--- config.mk ---
export PLATFORM = sky130hd
export DESIGN_NAME = wsf_lane
export DESIGN_NICKNAME = d
export VERILOG_FILES = /design/src/design/wall_spring_force_core_assert.svh /design/src/design/wsf_pkg.sv /design/src/design/wsf_lane.sv
export SDC_FILE = /design/constraint.sdc
export NUM_CORES = 2
export LEC_CHECK = 0
export BUFFER_PORTS_ARGS = -buffer_cell sky130_fd_sc_hd__buf_2
export CELL_PAD_IN_SITES_DETAIL_PLACEMENT = 0
export CELL_PAD_IN_SITES_GLOBAL_PLACEMENT = 1
export CORE_AREA = 3 3 278 280
export CTS_BUF_LIST = sky130_fd_sc_hd__clkbuf_2 sky130_fd_sc_hd__clkbuf_4 sky130_fd_sc_hd__clkbuf_8
export DETAILED_ROUTE_END_ITERATION = 8
export DIE_AREA = 0 0 281 283
export PLACE_DENSITY_LB_ADDON = 0.2
export SKIP_CTS_REPAIR_TIMING = 1
export SYNTH_ARGS = -nofsm -noshare
export SYNTH_HDL_FRONTEND = slang
export SYNTH_SLANG_ARGS = --single-unit
export TNS_END_PERCENT = 100
--- constraint.sdc ---
create_clock -name i_clk -period 9 [get_ports i_clk]
set_clock_uncertainty 0.15 [all_clocks]
set_input_delay 0.45 -clock i_clk [delete_from_list [all_inputs] [get_ports i_clk]]
set_output_delay 0.45 -clock i_clk [all_outputs]
set_load 0.01 [all_outputs]
--- src/design/wall_spring_force_core_assert.svh ---
// Assertion macros for the wall spring force core.
`ifndef WALL_SPRING_FORCE_CORE_ASSERT_SVH
`define WALL_SPRING_FORCE_CORE_ASSERT_SVH

`ifndef ASSERT_OFF
`define WSF_ASSERT_IMP(lbl, clk, rst_n, ante, cons) \
    lbl: assert property (@(posedge clk) disable iff (!rst_n) (ante) |-> (cons)) \
        else $error("implication check failed");
`define WSF_ASSERT_NEXT(lbl, clk, rst_n, ante, cons) \
    lbl: assert property (@(posedge clk) disable iff (!rst_n) (ante) |=> (cons)) \
        else $error("next-cycle check failed");
`else
`define WSF_ASSERT_IMP(lbl, clk, rst_n, ante, cons)
`define WSF_ASSERT_NEXT(lbl, clk, rst_n, ante, cons)
`endif

`endif

--- src/design/wsf_pkg.sv ---
package wsf_pkg;

    localparam int FRAC_BITS   = 16;
    localparam int WORD_W      = 32;
    localparam int UREG_W      = WORD_W - 1;
    localparam int DIFF_W      = WORD_W + 1;
    localparam int SQ_W        = 2 * WORD_W;
    localparam int SUM_W       = SQ_W + 2;
    localparam int ROOT_W      = SUM_W / 2;
    localparam int REM_W       = ROOT_W + 4;
    localparam int SQRT_STAGES = ROOT_W;
    localparam int NUM_W       = 2 * FRAC_BITS + 1;
    localparam int XW          = ROOT_W;
    localparam int DIV_STAGES  = NUM_W;
    localparam int MUL_W       = ROOT_W + 1;
    localparam int PROD_W      = 2 * MUL_W;
    localparam int MAG_W       = PROD_W - FRAC_BITS;
    localparam int CFG_IDX_W   = 3;

    localparam logic [WORD_W-1:0] WMAX = {1'b0, {(WORD_W-1){1'b1}}};
    localparam logic [WORD_W-1:0] WMIN = {1'b1, {(WORD_W-1){1'b0}}};
    localparam logic [UREG_W-1:0] ONE_Q = UREG_W'(1) << FRAC_BITS;

    typedef enum logic [CFG_IDX_W-1:0] {
        CFG_K_MAIN   = 3'd0,
        CFG_K_ALT    = 3'd1,
        CFG_ADHESION = 3'd2,
        CFG_ZERO_INA = 3'd3,
        CFG_NUM_DIMS = 3'd4
    } t_cfg_idx;

    typedef struct packed {
        logic [WORD_W-1:0] len;
        logic              sel;
        logic              act;
    } t_side;

    typedef struct packed {
        logic [DIFF_W-1:0] x;
        logic [DIFF_W-1:0] y;
        logic [DIFF_W-1:0] z;
    } t_diffs;

    function automatic logic [WORD_W-1:0] sat_word(input logic neg,
                                                   input logic [MAG_W-1:0] m);
        logic [MAG_W-1:0] lim;
        logic [MAG_W-1:0] negm;
        lim  = MAG_W'(WMAX);
        negm = -m;
        if (!neg) begin
            sat_word = (m > lim) ? WMAX : m[WORD_W-1:0];
        end else if (m > lim + MAG_W'(1)) begin
            sat_word = WMIN;
        end else begin
            sat_word = negm[WORD_W-1:0];
        end
    endfunction

endpackage

--- src/design/wsf_lane.sv ---
module wsf_lane (
    input  logic                        i_clk,
    input  logic                        i_en,
    input  logic                        i_use,
    input  logic [wsf_pkg::WORD_W-1:0]  i_first,
    input  logic [wsf_pkg::WORD_W-1:0]  i_second,
    output logic [wsf_pkg::DIFF_W-1:0]  o_diff,
    output logic [wsf_pkg::SQ_W-1:0]    o_sq
);
    import wsf_pkg::*;

    logic [DIFF_W-1:0] n_diff;
    logic [DIFF_W-1:0] r_diff;
    logic [DIFF_W-1:0] mag;
    logic [SQ_W-1:0]   r_sq;

    assign n_diff = i_use ? ({i_first[WORD_W-1], i_first} - {i_second[WORD_W-1], i_second})
                          : '0;
    assign mag    = r_diff[DIFF_W-1] ? -r_diff : r_diff;

    always_ff @(posedge i_clk) begin
        if (i_en) begin
            r_diff <= n_diff;
            r_sq   <= SQ_W'(mag[WORD_W-1:0]) * SQ_W'(mag[WORD_W-1:0]);
        end
    end

    assign o_diff = r_diff;
    assign o_sq   = r_sq;
endmodule

Yosys cells after proc, flatten, opt, wreduce, memory -nomap -nowiden
Cells that the tools add are included.
{ "classes": {"n_addsub": 2, "mul": 1, "mux": 1} }
{ "op_table": {"columns": ["cell", "n"], "rows": [
  ["$mul A32 B32 Y64", 1],
  ["$sub A32 B32 Y33", 1],
  ["$mux W32", 1],
  ["$neg A32 Y32", 1]
]} }
{ "totals": {"regBits": 97} }

Depth between registers and ports, before layout
{ "logic_depth": {"ltp_word": 3, "mapped_depth": 41} }

Worst setup path before layout
OpenSTA, ideal clock, no wires.
{ "synth_timing": {"kind": "reg-to-reg", "startpoint": "register r_diff[2], in the netlist o_diff[2]", "endpoint": "register r_sq[53], in the netlist o_sq[53] (data pin)", "period_less_slack_ns": 9.863, "stages_incl_launch_ff": 37, "n_path_buf": 2, "t_required_ns": 8.587, "arrival_time_ns": 9.450, "path_slack_ns": -0.863, "path_cell_list": "edfxtp_1 -> or4_1 -> nor2_1 -> nand2_1 -> nor4_2 -> nand2_1 -> o31a_1 -> nand2b_1 -> xor2_1 -> inv_2 -> buf_2 -> nor2_1 -> fa_1 -> fa_1 -> inv_1 -> fa_1 -> fa_1 -> inv_1 -> fa_1 -> fa_1 -> fa_1 -> inv_1 -> fa_1 -> inv_1 -> ha_1 -> clkbuf_1 -> a21o_1 -> a21o_1 -> a221o_1 -> nand2_1 -> nand3_1 -> a31o_2 -> a31oi_1 -> o21ai_0 -> a21o_1 -> a21oi_1 -> xnor2_1"} }
{ "synth_via": {"elab_chain_len": 3} }
{ "synth_rtl": {"columns": ["item", "line_no", "rtl"], "rows": [
  ["start, declared", "wsf_lane.sv:13", "logic [DIFF_W-1:0] r_diff;"],
  ["start signal, assigned", "wsf_lane.sv:23", "r_diff <= n_diff;"],
  ["$neg A32 Y32", "wsf_lane.sv:19", "assign mag = r_diff[DIFF_W-1] ? -r_diff : r_diff;"],
  ["$mux W32 *", "wsf_lane.sv:19", null],
  ["$mul A32 B32 Y64 *", "wsf_lane.sv:24", "r_sq <= SQ_W'(mag[WORD_W-1:0]) * SQ_W'(mag[WORD_W-1:0]);"],
  ["end signal, assigned", "wsf_lane.sv:24", null],
  ["end, declared", "wsf_lane.sv:15", "logic [SQ_W-1:0] r_sq;"]
]} }
Every way passes the cells marked *; elsewhere a longest branch is shown, timed or not.
A chain may end at the register's enable or synchronous reset.

Final worst setup path
{ "layout_timing": {"startpoint": "register r_diff[2], in the netlist o_diff[2]", "endpoint": "register r_sq[57], in the netlist o_sq[57] (data pin)"} }
The elaborated chain is that of the path after synthesis.

==> results.tsv <==
metric	value	unit
dr.pass1.iters	5	
routabilityCongestion	0.988	
grt_overflow	0	
ys.flop_type	edfxtp_1	
synth_seq_cells	96	
fp.dieH	283	um
nets	5480	
rows	100	
yosysWarningCount	0	
die-area	79500	um2
drv_cap	0	
post-dp-hpwl	94.3	mm
post-place-ws	-1.19	ns
cp.arrival	9.69	ns
worst-setup-path-type	reg -> reg	
path_max_fanout	5	
grt_pass1_wl	167	mm
seqCellArea	2880	um2
end_kind	flip-flop	
slew_violations	0	
wl_per_cell	20.7	um
final_cell_mix	inv_1 (992), fa_1 (765), buf_4 (580)	
num_vias	26400	
startpoint_type	flip-flop	
multi_input_area	28000	um2
rsz0062_at_grt	yes	
cts_inserted_buffers	9	
drc	0	
htree_levels	3	
cts.clk_slew.worst_paths	0.12	ns
drt_iter0_drc	1583	
crit_top_cell	fa_1	
via_per_inst	5.01	
final_common_cell	inv_1	
floorplan.io_pins	164	
hold_class	in -> reg	
fin_util	56.8	%
setup_ws	-0.612	ns
antenna_left	0	
r2r_setup_slack	-0.61	ns
synthArstFlopShare	0	%
slowest_stage	or4_4	
finalSetupViolCount	26	
syn_nets	4760	
grt_util_met2	49.2	%
failed_checks	setup timing	
worstMarginPinSlew	0.931	ns
die-width	281	um
post_synth_inst_count	3583	
busiest_layer	met2	
clock_latency	0.46	ns
synth.avg_cell_area	9.40	um2
met1_usage	36.4	%
status	finished, violations left	
grt_pass1_vias	28700	
r2r_cells	37	
track_usage	28.1	%
hold_path_end	o_diff[0]$_SDFFCE_PN0P_	
yosysSeqAreaShare	8.55	%
grt_max_degree	69	
grt_use_met3	3.01	%
io_buffers	162	
relSlewSlack	37.9	%
min_from	i_second[0]	
rr_endpoint	o_sq[57]$_DFFE_PP_	
cts_max_path_buffers	2	
slowest_delay	0.57	ns
wl	109	mm
start_util	45.1	%
root_buffer	clkbuf_8	
core	74700	um2
min_period	9.61	ns
worst-path-buf-inv	6	
insertedDiodeCount	0	
layout-drive-gt1-share	25.8	%
min_path_cells	3	
clock.fmax	104	MHz
synth_area	33700	um2
cp_top_family	adder cells	
required	9.07	ns
fill_cells	6776	
cts_tree	built	
yosysUniqueCellTypes	68	
final_hold_viol_count	0	
synth_edf_count	96	
finalCritPeriodShare	107	%
r2r-start	o_diff[2]$_SDFFCE_PN0P_	
syn_to_final_growth	25.9	%
cts.sinks	96	
antenna_found_initial	0	
-- logic make-up (layout without fill, tap and decap cells) --
| kind of cell | after synthesis | count (layout) | share of synthesized area (%) |
|---|---|---|---|
| and+or+nand+nor | 760 | 760 | 9.32 |
| buffers and inverters | 1135 | 1860 | 12.7 |
| DFF | 96 | 96 | 8.55 |
| adders and majority gates | 1110 | 1110 | 59.0 |
| muxes | 3 | 3 | 0.0928 |
| xor gates and xnor gates | 144 | 144 | 3.79 |
| AOI/OAI and AO/OA | 334 | 334 | 6.51 |
| other | 1 | 1 | 0.0111 |
-- worst max-delay path by stage --
stage	start	to	slack [ns]	cells after the start
2_1_floorplan	o_diff[18]$_SDFFCE_PN0P_	o_sq[57]$_DFFE_PP_	-0.40	34
3_3_place_gp	o_diff[2]$_SDFFCE_PN0P_	o_sq[56]$_DFFE_PP_	-1.06	34
3_5_place_dp	o_diff[2]$_SDFFCE_PN0P_	o_sq[60]$_DFFE_PP_	-1.19	33
4_1_cts	o_diff[2]$_SDFFCE_PN0P_	o_sq[60]$_DFFE_PP_	-1.18	33
5_1_grt	o_diff[2]$_SDFFCE_PN0P_	o_sq[61]$_DFFE_PP_	-0.91	38
6_report	o_diff[2]$_SDFFCE_PN0P_	o_sq[57]$_DFFE_PP_	-0.61	37
-- layout make-up --
type	instances	share of cell area [%]
clock buffer	9	0.292
timing repair buffer	810	14.7
inverter	1034	9.21
multi-input combinational	2352	66.0
sequential	96	6.80
tap	969	2.86
clock inverter	7	0.142
-- Yosys cell counts, types with 8 or more instances --
cell type	number	area, um2
o211ai_1	8	60.1
o31ai_1	14	105
clkbuf_1	90	338
nand4_1	12	75.1
edfxtp_1	96	2880
a21oi_1	94	470
inv_1	1021	3830
clkinv_1	8	30.0
o21ai_0	54	270
nand3_1	22	110
and2_1	9	56.3
nand2b_1	10	62.6
a31oi_1	17	106
nor2b_1	14	87.6
o21bai_1	13	97.6
xor2_1	61	534
nand2_1	323	1210
ha_1	311	3890
nor3_1	18	90.1
a21o_1	70	526
and3_1	15	93.8
fa_1	799	16000
xnor2_1	81	709
o21a_1	16	120
nor2_1	315	1180
-- routing by layer --
metal	up-vias	routed length (um)
li1	12100	-
met1	13500	43700
met2	679	55800
met3	161	5280
met4	0	4420
met5	-	0
-- sequential cells by signal, summed over array words and instances, names as in the netlist --
register and cells:
o_sq 63, o_diff 33
-- stage by stage --
step | hold slack (ns) | TNS (ns) | instance area [um2] | std cells
after floorplan | 0.369 | -2.34 | 34000 | 3583
after global placement | 0.503 | -19.94 | 40600 | 5211
after detailed placement | 0.493 | -23.64 | 40600 | 5211
after CTS | 0.213 | -23.82 | 40800 | 5227
after global routing | 0.250 | -18.28 | 42400 | 5277
final | 0.247 | -10.42 | 42400 | 5277
-- tightest hold or removal path, stage by stage --
cell,delay (ns)
buf_2,0.08
ha_1,0.11
nor2_1,0.04
Power is not shown: default switching activity piles up to over one toggle a cycle in this logic, so the estimate is an artifact.
