==> config.mk <==
export PLATFORM = sky130hd
export DESIGN_NAME = wsf_mulq
export DESIGN_NICKNAME = d
export VERILOG_FILES = /design/src/design/wall_spring_force_core_assert.svh /design/src/design/wsf_pkg.sv /design/src/design/wsf_mulq.sv
export SDC_FILE = /design/constraint.sdc
export NUM_CORES = 2
export LEC_CHECK = 0
export ABC_AREA = 0
export BUFFER_PORTS_ARGS = -buffer_cell sky130_fd_sc_hd__buf_2
export CAP_MARGIN = 10
export CELL_PAD_IN_SITES_DETAIL_PLACEMENT = 0
export CELL_PAD_IN_SITES_GLOBAL_PLACEMENT = 1
export CORE_ASPECT_RATIO = 1.75
export CORE_MARGIN = 3
export CORE_UTILIZATION = 25
export CTS_BUF_LIST = sky130_fd_sc_hd__clkbuf_4
export DETAILED_ROUTE_END_ITERATION = 6
export PLACE_DENSITY_LB_ADDON = 0.1
export SLEW_MARGIN = 10
export SYNTH_ARGS = -nofsm -noshare
export SYNTH_HDL_FRONTEND = slang
export SYNTH_SLANG_ARGS = --single-unit
==> constraint.sdc <==
create_clock -name i_clk -period 17.92 [get_ports i_clk]
set_clock_uncertainty 0.2 [all_clocks]
set_input_delay 4.48 -clock i_clk [delete_from_list [all_inputs] [get_ports i_clk]]
set_output_delay 4.48 -clock i_clk [all_outputs]
set_load 0.01 [all_outputs]
==> src/design/wall_spring_force_core_assert.svh <==
// Assertion macros for the wall spring force core.
`ifndef WALL_SPRING_FORCE_CORE_ASSERT_SVH
`define WALL_SPRING_FORCE_CORE_ASSERT_SVH

`ifndef ASSERT_OFF
`define WSF_ASSERT_IMP(lbl, clk, rst_n, ante, cons) \
    lbl: assert property (@(posedge clk) disable iff (!rst_n) (ante) |-> (cons)) \
        else $error("implication check failed");
`define WSF_ASSERT_NEXT(lbl, clk, rst_n, ante, cons) \
    lbl: assert property (@(posedge clk) disable iff (!rst_n) (ante) |=> (cons)) \
        else $error("next-cycle check failed");
`else
`define WSF_ASSERT_IMP(lbl, clk, rst_n, ante, cons)
`define WSF_ASSERT_NEXT(lbl, clk, rst_n, ante, cons)
`endif

`endif

==> src/design/wsf_pkg.sv <==
package wsf_pkg;

    localparam int FRAC_BITS   = 16;
    localparam int WORD_W      = 32;
    localparam int UREG_W      = WORD_W - 1;
    localparam int DIFF_W      = WORD_W + 1;
    localparam int SQ_W        = 2 * WORD_W;
    localparam int SUM_W       = SQ_W + 2;
    localparam int ROOT_W      = SUM_W / 2;
    localparam int REM_W       = ROOT_W + 4;
    localparam int SQRT_STAGES = ROOT_W;
    localparam int NUM_W       = 2 * FRAC_BITS + 1;
    localparam int XW          = ROOT_W;
    localparam int DIV_STAGES  = NUM_W;
    localparam int MUL_W       = ROOT_W + 1;
    localparam int PROD_W      = 2 * MUL_W;
    localparam int MAG_W       = PROD_W - FRAC_BITS;
    localparam int CFG_IDX_W   = 3;

    localparam logic [WORD_W-1:0] WMAX = {1'b0, {(WORD_W-1){1'b1}}};
    localparam logic [WORD_W-1:0] WMIN = {1'b1, {(WORD_W-1){1'b0}}};
    localparam logic [UREG_W-1:0] ONE_Q = UREG_W'(1) << FRAC_BITS;

    typedef enum logic [CFG_IDX_W-1:0] {
        CFG_K_MAIN   = 3'd0,
        CFG_K_ALT    = 3'd1,
        CFG_ADHESION = 3'd2,
        CFG_ZERO_INA = 3'd3,
        CFG_NUM_DIMS = 3'd4
    } t_cfg_idx;

    typedef struct packed {
        logic [WORD_W-1:0] len;
        logic              sel;
        logic              act;
    } t_side;

    typedef struct packed {
        logic [DIFF_W-1:0] x;
        logic [DIFF_W-1:0] y;
        logic [DIFF_W-1:0] z;
    } t_diffs;

    function automatic logic [WORD_W-1:0] sat_word(input logic neg,
                                                   input logic [MAG_W-1:0] m);
        logic [MAG_W-1:0] lim;
        logic [MAG_W-1:0] negm;
        lim  = MAG_W'(WMAX);
        negm = -m;
        if (!neg) begin
            sat_word = (m > lim) ? WMAX : m[WORD_W-1:0];
        end else if (m > lim + MAG_W'(1)) begin
            sat_word = WMIN;
        end else begin
            sat_word = negm[WORD_W-1:0];
        end
    endfunction

endpackage

==> src/design/wsf_mulq.sv <==
module wsf_mulq (
    input  logic                        i_clk,
    input  logic                        i_en,
    input  logic [wsf_pkg::MUL_W-1:0]   i_a,
    input  logic [wsf_pkg::MUL_W-1:0]   i_b,
    output logic [wsf_pkg::WORD_W-1:0]  o_p
);
    import wsf_pkg::*;

    logic [MUL_W-1:0]  mag_a;
    logic [MUL_W-1:0]  mag_b;
    logic [PROD_W-1:0] r_prod;
    logic              r_neg;
    logic [WORD_W-1:0] r_p;

    assign mag_a = i_a[MUL_W-1] ? -i_a : i_a;
    assign mag_b = i_b[MUL_W-1] ? -i_b : i_b;

    always_ff @(posedge i_clk) begin
        if (i_en) begin
            r_prod <= PROD_W'(mag_a) * PROD_W'(mag_b);
            r_neg  <= i_a[MUL_W-1] ^ i_b[MUL_W-1];
            r_p    <= sat_word(r_neg, r_prod[PROD_W-1:FRAC_BITS]);
        end
    end

    assign o_p = r_p;
endmodule

After elaboration in Yosys (flattened, before gate mapping)
Index checks and enable logic that the tools add are counted.
Cells by class
  $add $sub $neg: 3
  multipliers: 1
  divide/modulo/power cells: 0
  order comparisons: 2
  equal/unequal tests: 0
  shift operators: 0
  multiplexer cells: 5
  bitwise logic cells: 1
  reductions and logical operators: 0
Operators with widths (count)
  32-bit 2-to-1 mux: 3
  34-bit by 34-bit multiplier with 68-bit output: 1
  34-bit 2-to-1 mux: 2
  34-bit negator: 2
  52-bit by 31-bit > comparator with 1-bit output, second input constant: 1
  52-bit by 32-bit > comparator with 1-bit output, second input constant: 1
  32-bit negator: 1
  1-bit XOR: 1
Storage, ports and cells
  register bits after elaboration: 101
  bits in latches: 0
  bits in writable memories: 0
  bits in read-only memories: 0
  output and inout port bits: 32
  word-level logic and storage cells: 15
  memories kept: 0

Logic depth before layout (Yosys ltp)
  depth after elaboration: 3
  mapped depth: 40

Worst setup path before layout
OpenSTA, ideal clock, no wires.
  path type: in2reg
  from: input port i_a[0] (netlist name)
  to: register r_prod[67] (data pin)
  arrival: 14.059 ns
  data required time: 17.460 ns
  path slack: 3.402 ns
  stages on the path: 40
  cells stage by stage: inv_1 -> clkbuf_1 -> ha_1 -> nand2b_1 -> or3_1 -> or3_1 -> or2_2 -> clkbuf_1 -> o21ai_0 -> xor2_1 -> clkbuf_1 -> nor2_1 -> fa_1 -> inv_1 -> fa_1 -> inv_1 -> fa_1 -> inv_1 -> [4 not listed] -> fa_1 -> inv_1 -> fa_1 -> inv_1 -> fa_1 -> inv_1 -> ha_1 -> clkbuf_1 -> a21oi_1 -> o21ai_0 -> a311oi_1 -> o22a_1 -> o21a_1 -> o41a_1 -> o31ai_1 -> o221ai_1 -> o21bai_1 -> xnor2_1
Between the ends
  word-level cells in the longest chain between the ends: 3
Ends and longest elaborated chain
  start, declared: line wsf_mulq.sv:4  | input logic [wsf_pkg::MUL_W-1:0] i_a,
  34-bit negator: line wsf_mulq.sv:16  | assign mag_a = i_a[MUL_W-1] ? -i_a : i_a;
  34-bit 2-to-1 mux *: line wsf_mulq.sv:16
  34-bit by 34-bit multiplier with 68-bit output *: line wsf_mulq.sv:21  | r_prod <= PROD_W'(mag_a) * PROD_W'(mag_b);
  end signal, assigned: line wsf_mulq.sv:21
  end, declared: line wsf_mulq.sv:12  | logic [PROD_W-1:0] r_prod;
Mark *: on every way between the ends. The rest lies on a longest branch, timed or not.
A chain may end at the register's enable or synchronous reset.

Worst setup path after layout
  from: input port i_a[6] (netlist name)
  to: register r_prod[67] (data pin)
Same word-level chain as after synthesis.

==> impl_metrics.json <==
{
  "status": "finished clean",
  "ant_nets": 0,
  "grt_pass1_vias": 36817,
  "synth-edff-count": 85,
  "critical_path_class": "input pin to register",
  "path_common_cell": "fa_1",
  "synth-seq-area-share_pct": 6.20,
  "dpl.hpwl_mm": 160,
  "gp_congestion": 0.843,
  "cts_setup_buffers": 0,
  "cp_max_fo": 8,
  "max-slew-margin-rel_pct": 17.7,
  "cp.arrival_ps": 15790,
  "ys_ff_latch": 85,
  "cts.clk_slew.worst_paths_ps": 140,
  "syn_avg_cell_area_sq_um": 8.82,
  "ys_top_cells_by_area": "fa_1 50%, inv_1 10%, ha_1 8.6%",
  "die_h_um": 543,
  "drc": 0,
  "overflow": 0,
  "cts_made_buffers": 9,
  "rows": 196,
  "synth_cell_types": 72,
  "cts_tree": "built",
  "min_period_over_period_pct": 87.7,
  "ctsResizeCount": 0,
  "crit_slowest_cell": "o21ai_0",
  "dr_wl_met2_mm": 111,
  "final_nets": 6081,
  "crit_start": "i_a[6]",
  "tns_ps": 0,
  "start_kind": "input pin",
  "yosysWarningCount": 0,
  "tightest_slew_ps": 1230,
  "vias_per_cell": 4.67,
  "fmax_mhz": 63.6,
  "boundaryPins": 102,
  "fp.dieW_um": 313,
  "coreArea_sq_um": 163000,
  "rsz0062_at_grt": "no",
  "setup_slack_ps": 2200,
  "yosysMostFrequentCell": "inv_1",
  "root_buffer": "clkbuf_4",
  "synthFlopType": "edfxtp_1",
  "fillers": 17874,
  "grt_start_max_net_pins": 73,
  "wl_per_cell_um": 28.5,
  "stdcell_area_sq_um": 45700,
  "portBuffers": 101,
  "dpl_cell_area_sq_um": 45600,
  "top_layer": "met5",
  "hp-class": "register to register",
  "synthesis.nets": 6035,
  "drv_cap": 0,
  "slew_viol_final": 0,
  "grt_pass1_wl_mm": 276,
  "syn_area_sq_um": 41100,
  "synth-async-reset-ratio_pct": 0,
  "dr.pass1.iters": 5,
  "syn_inst": 4662,
  "wl_mm": 196,
  "synth_largest_area_cell": "fa_1",
  "clk_latency_ps": 510,
  "min_period_ps": 15720,
  "met1Wirelength_mm": 64.4,
  "fp.dieArea_sq_um": 170000,
  "clock-sinks": 85,
  "required_ps": 17990,
  "h-tree-depth": 3,
  "r2r-start": "r_prod[17]$_DFFE_PP_",
  "postCtsHoldBufs": 0,
  "drive_gt1_share_pct": 7.91,
  "clock_path_buffers": 2,
  "cpPeakStageDelay_ps": 690,
  "end_kind": "register",
  "area_delta_synth_final_pct": 11.2,
  "synth.top_cell.area_share_pct": 49.6,
  "worstHoldStart": "r_prod[46]$_DFFE_PP_",
  "report.final.hold_viol_count": 0,
  "met3WireLength_mm": 5.99,
  "place_ws_ps": 1440,
  "initial_core_util_pct": 25.2,
  "drt-initial-drc-count": 1849,
  "via_count": 32204,
  "track_usage_pct": 23.3,
  "netlist_top_cells_count": "1127 x inv_1, 1019 x fa_1, 677 x nand2_1",
  "antenna_found_initial": 20,
  "finalSetupViolations": 0
}
## cell type report
| cell class | count | area (sq um) | area share [%] |
|---|---|---|---|
| multi-input combinational | 3248 | 34500 | 75.5 |
| inverter | 1128 | 4230 | 9.26 |
| tap | 2178 | 2730 | 5.96 |
| sequential | 85 | 2550 | 5.58 |
| timing repair buffer | 236 | 1530 | 3.33 |
| clock inverter | 7 | 73.8 | 0.161 |
| clock buffer | 9 | 67.6 | 0.148 |
| antenna | 8 | 20.0 | 0.0438 |
## worst max-delay path, delay by kind of cell
| kind | cells | cell delay, ps |
|---|---|---|
| AOI/OAI and AO/OA | 10 | 3240 |
| xor gates and xnor gates | 2 | 740 |
| adders and majority gates | 9 | 4580 |
| buffers and inverters | 8 | 750 |
| and+or+nand+nor | 5 | 1980 |
## kinds of logic (layout without fill, tap and decap cells)
logic type	Yosys count	after routing	synth area share, %
AO/OA/AOI/OAI	297	297	4.78
multiplexers	2	2	0.0487
AND/OR/NAND/NOR	1468	1468	14.7
other	0	8	0
adder cells (fa/ha/maj)	1303	1303	58.2
XOR/XNOR	178	178	3.79
buffers and inverters	1329	1380	12.2
flip-flops	85	85	6.20
## metal layers
layer  global-route usage [%]  vias to the layer above
met5                        0                        -
met3                     1.83                      358
met2                     46.6                      816
met1                     23.2                    17241
met4                     13.4                        4
li1                         -                    13785
## metrics by stage
stage	util, %	cells	hold WS, ps
2_1_floorplan	-	4662	359
3_3_place_gp	27.9	6874	463
3_5_place_dp	27.9	6874	468
4_1_cts	28.0	6890	490
5_1_grt	28.0	6893	517
6_report	28.0	6899	485
## path summary, 6_finish.rpt
path	endpoint	slack [ps]	depth (start not counted)
worst min register to register	o_p[30]$_DFFE_PP_	480	1
worst min-delay path	o_p[30]$_DFFE_PP_	480	1
worst max register to register	o_p[8]$_DFFE_PP_	12970	10
worst max-delay path	r_prod[67]$_DFFE_PP_	2200	34
## layout by cell type (no fill, tap or decap), types with 14 or more instances in the layout
cell type and n:
xor2_1 40, nand4_1 18, nand2b_1 20, inv_1 1127
ha_1 284, nor2_1 594, o21ai_0 78, a21oi_1 73
xnor2_2 32, nand2_1 677, o311ai_1 23, xor2_2 31
nor4_1 15, buf_4 135, edfxtp_1 85, o21bai_1 14
buf_2 100, or3_1 23, fa_1 1019, xnor2_1 51
a21o_1 27, nand3_1 17, nor3_1 27
## registers in the layout, indices dropped and copies added (netlist names)
signal / cells
r_prod: 52
r_neg: 1
o_p: 32
Power is not shown: default switching activity piles up to over one toggle a cycle in this logic, so the estimate is an artifact.
