===== src/design/wall_spring_force_core_assert.svh =====
// Assertion macros for the wall spring force core.
`ifndef WALL_SPRING_FORCE_CORE_ASSERT_SVH
`define WALL_SPRING_FORCE_CORE_ASSERT_SVH

`ifndef ASSERT_OFF
`define WSF_ASSERT_IMP(lbl, clk, rst_n, ante, cons) \
    lbl: assert property (@(posedge clk) disable iff (!rst_n) (ante) |-> (cons)) \
        else $error("implication check failed");
`define WSF_ASSERT_NEXT(lbl, clk, rst_n, ante, cons) \
    lbl: assert property (@(posedge clk) disable iff (!rst_n) (ante) |=> (cons)) \
        else $error("next-cycle check failed");
`else
`define WSF_ASSERT_IMP(lbl, clk, rst_n, ante, cons)
`define WSF_ASSERT_NEXT(lbl, clk, rst_n, ante, cons)
`endif

`endif


===== src/design/wsf_pkg.sv =====
package wsf_pkg;

    localparam int FRAC_BITS   = 16;
    localparam int WORD_W      = 32;
    localparam int UREG_W      = WORD_W - 1;
    localparam int DIFF_W      = WORD_W + 1;
    localparam int SQ_W        = 2 * WORD_W;
    localparam int SUM_W       = SQ_W + 2;
    localparam int ROOT_W      = SUM_W / 2;
    localparam int REM_W       = ROOT_W + 4;
    localparam int SQRT_STAGES = ROOT_W;
    localparam int NUM_W       = 2 * FRAC_BITS + 1;
    localparam int XW          = ROOT_W;
    localparam int DIV_STAGES  = NUM_W;
    localparam int MUL_W       = ROOT_W + 1;
    localparam int PROD_W      = 2 * MUL_W;
    localparam int MAG_W       = PROD_W - FRAC_BITS;
    localparam int CFG_IDX_W   = 3;

    localparam logic [WORD_W-1:0] WMAX = {1'b0, {(WORD_W-1){1'b1}}};
    localparam logic [WORD_W-1:0] WMIN = {1'b1, {(WORD_W-1){1'b0}}};
    localparam logic [UREG_W-1:0] ONE_Q = UREG_W'(1) << FRAC_BITS;

    typedef enum logic [CFG_IDX_W-1:0] {
        CFG_K_MAIN   = 3'd0,
        CFG_K_ALT    = 3'd1,
        CFG_ADHESION = 3'd2,
        CFG_ZERO_INA = 3'd3,
        CFG_NUM_DIMS = 3'd4
    } t_cfg_idx;

    typedef struct packed {
        logic [WORD_W-1:0] len;
        logic              sel;
        logic              act;
    } t_side;

    typedef struct packed {
        logic [DIFF_W-1:0] x;
        logic [DIFF_W-1:0] y;
        logic [DIFF_W-1:0] z;
    } t_diffs;

    function automatic logic [WORD_W-1:0] sat_word(input logic neg,
                                                   input logic [MAG_W-1:0] m);
        logic [MAG_W-1:0] lim;
        logic [MAG_W-1:0] negm;
        lim  = MAG_W'(WMAX);
        negm = -m;
        if (!neg) begin
            sat_word = (m > lim) ? WMAX : m[WORD_W-1:0];
        end else if (m > lim + MAG_W'(1)) begin
            sat_word = WMIN;
        end else begin
            sat_word = negm[WORD_W-1:0];
        end
    endfunction

endpackage


===== src/design/wsf_recip.sv =====
module wsf_recip (
    input  logic                        i_clk,
    input  logic                        i_en,
    input  logic                        i_neg,
    input  logic [wsf_pkg::XW-1:0]      i_mag,
    output logic [wsf_pkg::WORD_W-1:0]  o_recip,
    output logic                        o_zero
);
    import wsf_pkg::*;

    logic [XW-1:0]    r_rem  [DIV_STAGES];
    logic [NUM_W-1:0] r_q    [DIV_STAGES];
    logic [XW-1:0]    r_x    [DIV_STAGES];
    logic             r_neg  [DIV_STAGES];
    logic             r_zero [DIV_STAGES];

    for (genvar g = 0; g < DIV_STAGES; g++) begin : g_stage
        logic [XW-1:0]    p_rem;
        logic [NUM_W-1:0] p_q;
        logic [XW-1:0]    p_x;
        logic             p_neg;
        logic             p_zero;
        logic [XW:0]      rem_sh;
        logic [XW:0]      rem_sub;
        if (g == 0) begin : g_first
            assign p_rem  = '0;
            assign p_q    = '0;
            assign p_x    = i_mag;
            assign p_neg  = i_neg;
            assign p_zero = (i_mag == '0);
        end else begin : g_next
            assign p_rem  = r_rem[g-1];
            assign p_q    = r_q[g-1];
            assign p_x    = r_x[g-1];
            assign p_neg  = r_neg[g-1];
            assign p_zero = r_zero[g-1];
        end
        // numerator is 2^(2*FRAC_BITS): only its top bit is set
        assign rem_sh  = {p_rem, (g == 0) ? 1'b1 : 1'b0};
        assign rem_sub = rem_sh - {1'b0, p_x};

        always_ff @(posedge i_clk) begin
            if (i_en) begin
                if (rem_sh >= {1'b0, p_x}) begin
                    r_rem[g] <= rem_sub[XW-1:0];
                    r_q[g]   <= {p_q[NUM_W-2:0], 1'b1};
                end else begin
                    r_rem[g] <= rem_sh[XW-1:0];
                    r_q[g]   <= {p_q[NUM_W-2:0], 1'b0};
                end
                r_x[g]    <= p_x;
                r_neg[g]  <= p_neg;
                r_zero[g] <= p_zero;
            end
        end
    end

    assign o_zero  = r_zero[DIV_STAGES-1];
    assign o_recip = r_zero[DIV_STAGES-1] ? WMAX
                   : sat_word(r_neg[DIV_STAGES-1], MAG_W'(r_q[DIV_STAGES-1]));
endmodule


===== config.mk =====
export PLATFORM = sky130hd
export DESIGN_NAME = wsf_recip
export DESIGN_NICKNAME = d
export VERILOG_FILES = /design/src/design/wall_spring_force_core_assert.svh /design/src/design/wsf_pkg.sv /design/src/design/wsf_recip.sv
export SDC_FILE = /design/constraint.sdc
export NUM_CORES = 2
export LEC_CHECK = 0
export ABC_CLOCK_PERIOD_IN_PS = 12300
export BUFFER_PORTS_ARGS = -buffer_cell sky130_fd_sc_hd__buf_2
export CORE_UTILIZATION = 30
export DETAILED_ROUTE_END_ITERATION = 7
export PLACE_DENSITY_LB_ADDON = 0.08
export SLEW_MARGIN = 20
export SYNTH_ARGS = -nofsm -noshare
export SYNTH_HDL_FRONTEND = slang
export SYNTH_SLANG_ARGS = --single-unit

===== constraint.sdc =====
create_clock -name i_clk -period 12.3 [get_ports i_clk]
set_clock_uncertainty 0.1 [all_clocks]
set_input_delay 0.615 -clock i_clk [delete_from_list [all_inputs] [get_ports i_clk]]
set_output_delay 0.615 -clock i_clk [all_outputs]
set_load 0.01 [all_outputs]

Yosys cells after proc, flatten, opt, wreduce, memory -nomap -nowiden
Memories as Yosys holds them, arrays and structs flattened. Index checks and enable logic that the tools add are counted.

$add $sub $neg: 34. Multiply operators: 0. Div/mod/pow operators: 0. Magnitude comparators: 35. Equality and inequality tests: 0. Shifts and indexed selects: 0. Multiplexer cells: 270. Bitwise gates (word level): 66. Reductions and logical operators: 1.

Operators with widths (number): $mux 33 (66); $ge 34x33->1 (32); $sub 33x33->33 (32); $mux 1 (200); $mux 32 (4); $or 1x1->1 (66); $ge 1x33->1 const A (1); $gt 33x31->1 const B (1); $gt 33x32->1 const B (1); $logic_not 33->1 (1); $sub 1x33->33 const A (1); $neg 32->32 (1).

Register bits after elaboration: 0. Latch bits: 0. Bits in writable memories: 3333. Bits in read-only memories: 0. Input bits: 36. Output and inout port bits: 33. Logic and storage cells: 411. Memories kept: 5.

Memories: r_q (words 33, width 33, read ports 33, clocked after memory_dff 0, write ports 33, line wsf_recip.sv:12) `logic [NUM_W-1:0] r_q [DIV_STAGES];`; r_rem (words 33, width 33, read ports 32, clocked after memory_dff 0, write ports 33, line wsf_recip.sv:11) `logic [XW-1:0] r_rem [DIV_STAGES];`; r_x (words 33, width 33, read ports 32, clocked after memory_dff 0, write ports 33, line wsf_recip.sv:13) `logic [XW-1:0] r_x [DIV_STAGES];`; r_neg (words 33, width 1, read ports 33, clocked after memory_dff 0, write ports 33, line wsf_recip.sv:14) `logic r_neg [DIV_STAGES];`; r_zero (words 33, width 1, read ports 33, clocked after memory_dff 0, write ports 33, line wsf_recip.sv:15) `logic r_zero [DIV_STAGES];`.

Longest topological paths before layout
An unclocked memory read counts as a cell.

Word-level depth: 6. Depth in mapped cells: 15. Gate-level depth less buffers: 13.

Worst setup path before layout
Ideal clock, no wire load.

Path type: register to output. From: memory r_q[32][1] (netlist bit). To: output port o_recip[12] (netlist bit). Data arrival time: 3.515 ns. Required time: 11.585 ns. Slack: 8.070 ns. Stages on the path, launching flop included: 14. Buffers on the path: 2. Cell sequence: edfxtp_1 inv_1 ha_1 nor3b_1 nand3_1 nor3_1 nand2_1 or2_2 clkbuf_1 or3_1 a21oi_1 nand2_1 clkbuf_1 o311ai_0.

RTL lines: from (decl) (line wsf_recip.sv:12); to (decl) (line wsf_recip.sv:6) `output logic [wsf_pkg::WORD_W-1:0] o_recip,`.

==> results.yml <==
status:
  status: "finished clean"
global_route:
  met3_usage_pct: 2.21
  grt_pass1_vias: 98000
  met1_usage_pct: 21.3
  grt_pass1_wl_um: 601000
  globalRouteTotalUtil_pct: 15.2
  antenna_found_initial: 19
  gr-total-overflow: 0
  grt_max_degree: 175
  grt-busiest-layer: "met2"
  use_met2_pct: 24.6
critical_path:
  crit_family: "simple AND/OR/NAND/NOR gates"
  arrival_ps: 5820
  cp_common_cell: "nand2_1"
  r2r_end: "r_rem[17][4]"
  crit_path_start_kind: "register"
  crit_type: "register to output port"
  cp_cell_sequence: "inv_1 > ha_1 > nor3b_1 > nand3_1 > nor3_1 > nand2_1 > or2_2 > or3_1 > a21oi_1 > nand2_1 > o311ai_0 > buf_2"
  reg2reg_slack_ps: 7280
  cp_slowest_cell: "a21oi_1"
  endpoint_kind: "output port"
  cpPeakStageDelay_ps: 690
  crit_buf_inv: 2
  worstPathMaxFanout: 23
  r2r_start: "r_rem[16][1]"
  reg2regPathDepth: 11
  required_ps: 11590
route:
  drtIter0Drc: 7717
  avgViaCountPerCell: 4.93
  ant_nets: 0
  wl_um: 395000
  wl_per_cell_um: 19.5
  dr_total_vias: 99800
  first_pass_iters: 6
  drc: 0
sta:
  rsz0062_at_grt: "no"
  post-route-period-util_pct: 53.1
  max_clock_freq_mhz: 153
  setup_violations: 0
  worstMarginPinSlew_ps: 1150
  report.final.slew_viol_count: 0
  fin_crit_ps: 6530
  hold_ws_ps: 302
  relSlewSlack_pct: 23.1
  finalSetupTns_ps: 0
  hold_viol_final: 0
power:
  pwr-share-comb_pct: 42.5
  finalPower_mw: 43.7
  cellPowerDensity_nw_per_um2: 256
  ir_drop_mv: 0.103
  switching_share_pct: 36.7
  clkPwrFrac_pct: 23.0
  power.internal_mw: 27.7
  power_switching_mw: 16.0
  seqPwrFrac_pct: 34.5
  power.leakage_nw: 67.3
floorplan:
  ios: 69
  core_um2: 499000
  initial_core_util_pct: 30.2
  fp.dieH_um: 711
  rows: 259
  dieArea_um2: 505000
  die_x_um: 711
synth:
  synth_edf_count: 2738
  synthTopCellsByArea: "edfxtp_1 55%, ha_1 8.8%, mux2_2 3.6%"
  synth_cell_types: 86
  syn_area_um2: 151000
  synthesis.instances: 13100
  yosysMostFrequentCell: "edfxtp_1"
  yosysWarnings: 0
  ys_seq_elements: 2739
  synth_nets: 14200
  postSynthAreaPerCell_um2: 11.5
  synth_ff_type: "edfxtp_1"
  synth_top_area_cell: "edfxtp_1"
  synth_top_cell_area_share_pct: 54.6
  synth-seq-area-share_pct: 54.6
  netlist_top_cells_count: "2738 x edfxtp_1, 1353 x inv_1, 1076 x a21oi_1"
  synthArstFlopShare_pct: 0
final_layout:
  layout.nets: 14400
  fillerInstances: 49200
  area_delta_synth_final_pct: 13.3
  drive_gt1_share_pct: 8.96
clocking:
  cts-root-buf: "clkbuf_16"
  htree_levels: 5
  cts_tree: "yes"
  numCtsBuffers: 347
  clock_latency_ps: 960
  clock_path_buffers: 4
  clkTransAtPathRegs_ps: 50
  cts_sinks: 2739
  cts_setup_buffers: 0
place:
  portBuffers: 68
  routabilityCongestion: 0.877
  place_hpwl_um: 298000
worst_hold_path:
  worstHoldStart: "i_neg"
  hp-class: "input port to register"
  min_to: "r_neg[0][0]"
  worstHoldPathCells: 2
job:
  max_cap_violations: 0
-- cells by family after synthesis --
| family | count (synthesis) | synth area share, % |
|---|---|---|
| compound gates | 3341 | 13.9 |
| xor+xnor | 878 | 5.11 |
| fa+ha+maj | 1089 | 9.20 |
| buf+inv | 1673 | 4.18 |
| flops | 2739 | 54.6 |
| mux | 514 | 3.82 |
| simple gates | 2867 | 9.20 |
-- worst register-to-register path, stage by stage (launching register included) --
cell      delay [ps]
edfxtp_1         400
ha_1             390
nor2b_1          180
o31a_1           270
o31a_1           270
o41ai_1          810
o21ai_0          470
a31oi_1          530
a211o_1          200
nand4_1          290
buf_4            450
mux2_2           410
-- sequential cells by signal, summed over array words and instances, names as in the netlist --
signal,count
r_neg,33
r_x,1056
r_zero,33
r_q,561
r_rem,1056
-- layout by cell type (no fill, tap or decap), types with 34 or more instances in the layout --
master         netlist  layout
ha_1              1058    1058
clkinv_2             0      55
and2_1             103     103
nand2b_1           127     127
o311ai_0            40      40
clkbuf_16            0     351
clkbuf_1           284      68
nor2_1             790     790
inv_1             1353    1353
nand4_1            153     153
a221oi_1            37      37
mux2_2             480     480
o21ai_0            759     759
a21o_1             479     478
and4_1              39      38
o21a_1             151     150
a21oi_1           1076    1072
clkinv_1             1      76
o21bai_1           123     122
xnor2_1            516     516
o211ai_1            73      73
or3_1               59      59
nor4_1              46      44
xor2_1             362     362
nor3_1             140     139
mux2i_1             34      34
nand3_1            199     199
o31a_1              46      46
nor2b_1            142     142
nor3b_1             37      37
buf_4                1      71
nand2_1            804     803
a211oi_1            75      75
buf_2                9      67
o31ai_1             73      71
dlygate4sd3_1        0      35
a31oi_1            103     102
and3_1             119     119
edfxtp_1          2738    2738
-- worst max path at each step --
stage               cells after the start       start           to
floorplan                              13  r_q[32][1]  o_recip[12]
finish                                 12  r_q[32][1]   o_recip[2]
global placement                       12  r_q[32][1]   o_recip[2]
global route                           12  r_q[32][1]   o_recip[2]
CTS                                    12  r_q[32][1]   o_recip[2]
detailed placement                     12  r_q[32][1]   o_recip[2]
-- per-stage QoR --
stage | std cells | utilization (%) | area (µm²) | worst slack, ps
after floorplan | 13100 | - | 151000 | 8070
after global routing | 20300 | 34.2 | 171000 | 5310
after global placement | 19600 | 31.9 | 159000 | 6550
after CTS | 20300 | 34.2 | 171000 | 5590
after detailed placement | 19600 | 31.9 | 159000 | 6710
final | 20300 | 34.2 | 171000 | 5770
-- area by class of cell --
type | instances | area (µm²) | share of cell area (%)
flip-flops and latches | 2739 | 82200 | 48.2
multi-input cells | 8689 | 62300 | 36.5
clock buffers | 419 | 9040 | 5.30
well taps | 6655 | 8330 | 4.88
inverters | 1354 | 5080 | 2.98
clock inverters | 209 | 2060 | 1.21
repair buffers | 186 | 1490 | 0.871
diodes | 9 | 22.5 | 0.0132
-- power by group through the flow --
stage               Clock, mW  Sequential (mW)  Combinational (mW)
floorplan                   0             14.4                14.2
global placement            0             15.4                18.2
detailed placement          0             15.4                18.3
CTS                      10.5             15.2                18.5
global route             10.8             15.4                20.7
finish                   10.0             15.1                18.5
-- metal layers --
layer	vias to the layer above	share of wire [%]
met5	-	0.0078
met2	2241	46
li1	48700	-
met4	6	2.6
met1	48300	47
met3	531	4.7
-- what timing repair did --
action                                 CTS  global route
endpoints found under the hold margin   73             0
resized for setup                        0             0
hold buffers                            35             0
setup endpoints to repair                0             0
Power figures use the tool's default switching activity.
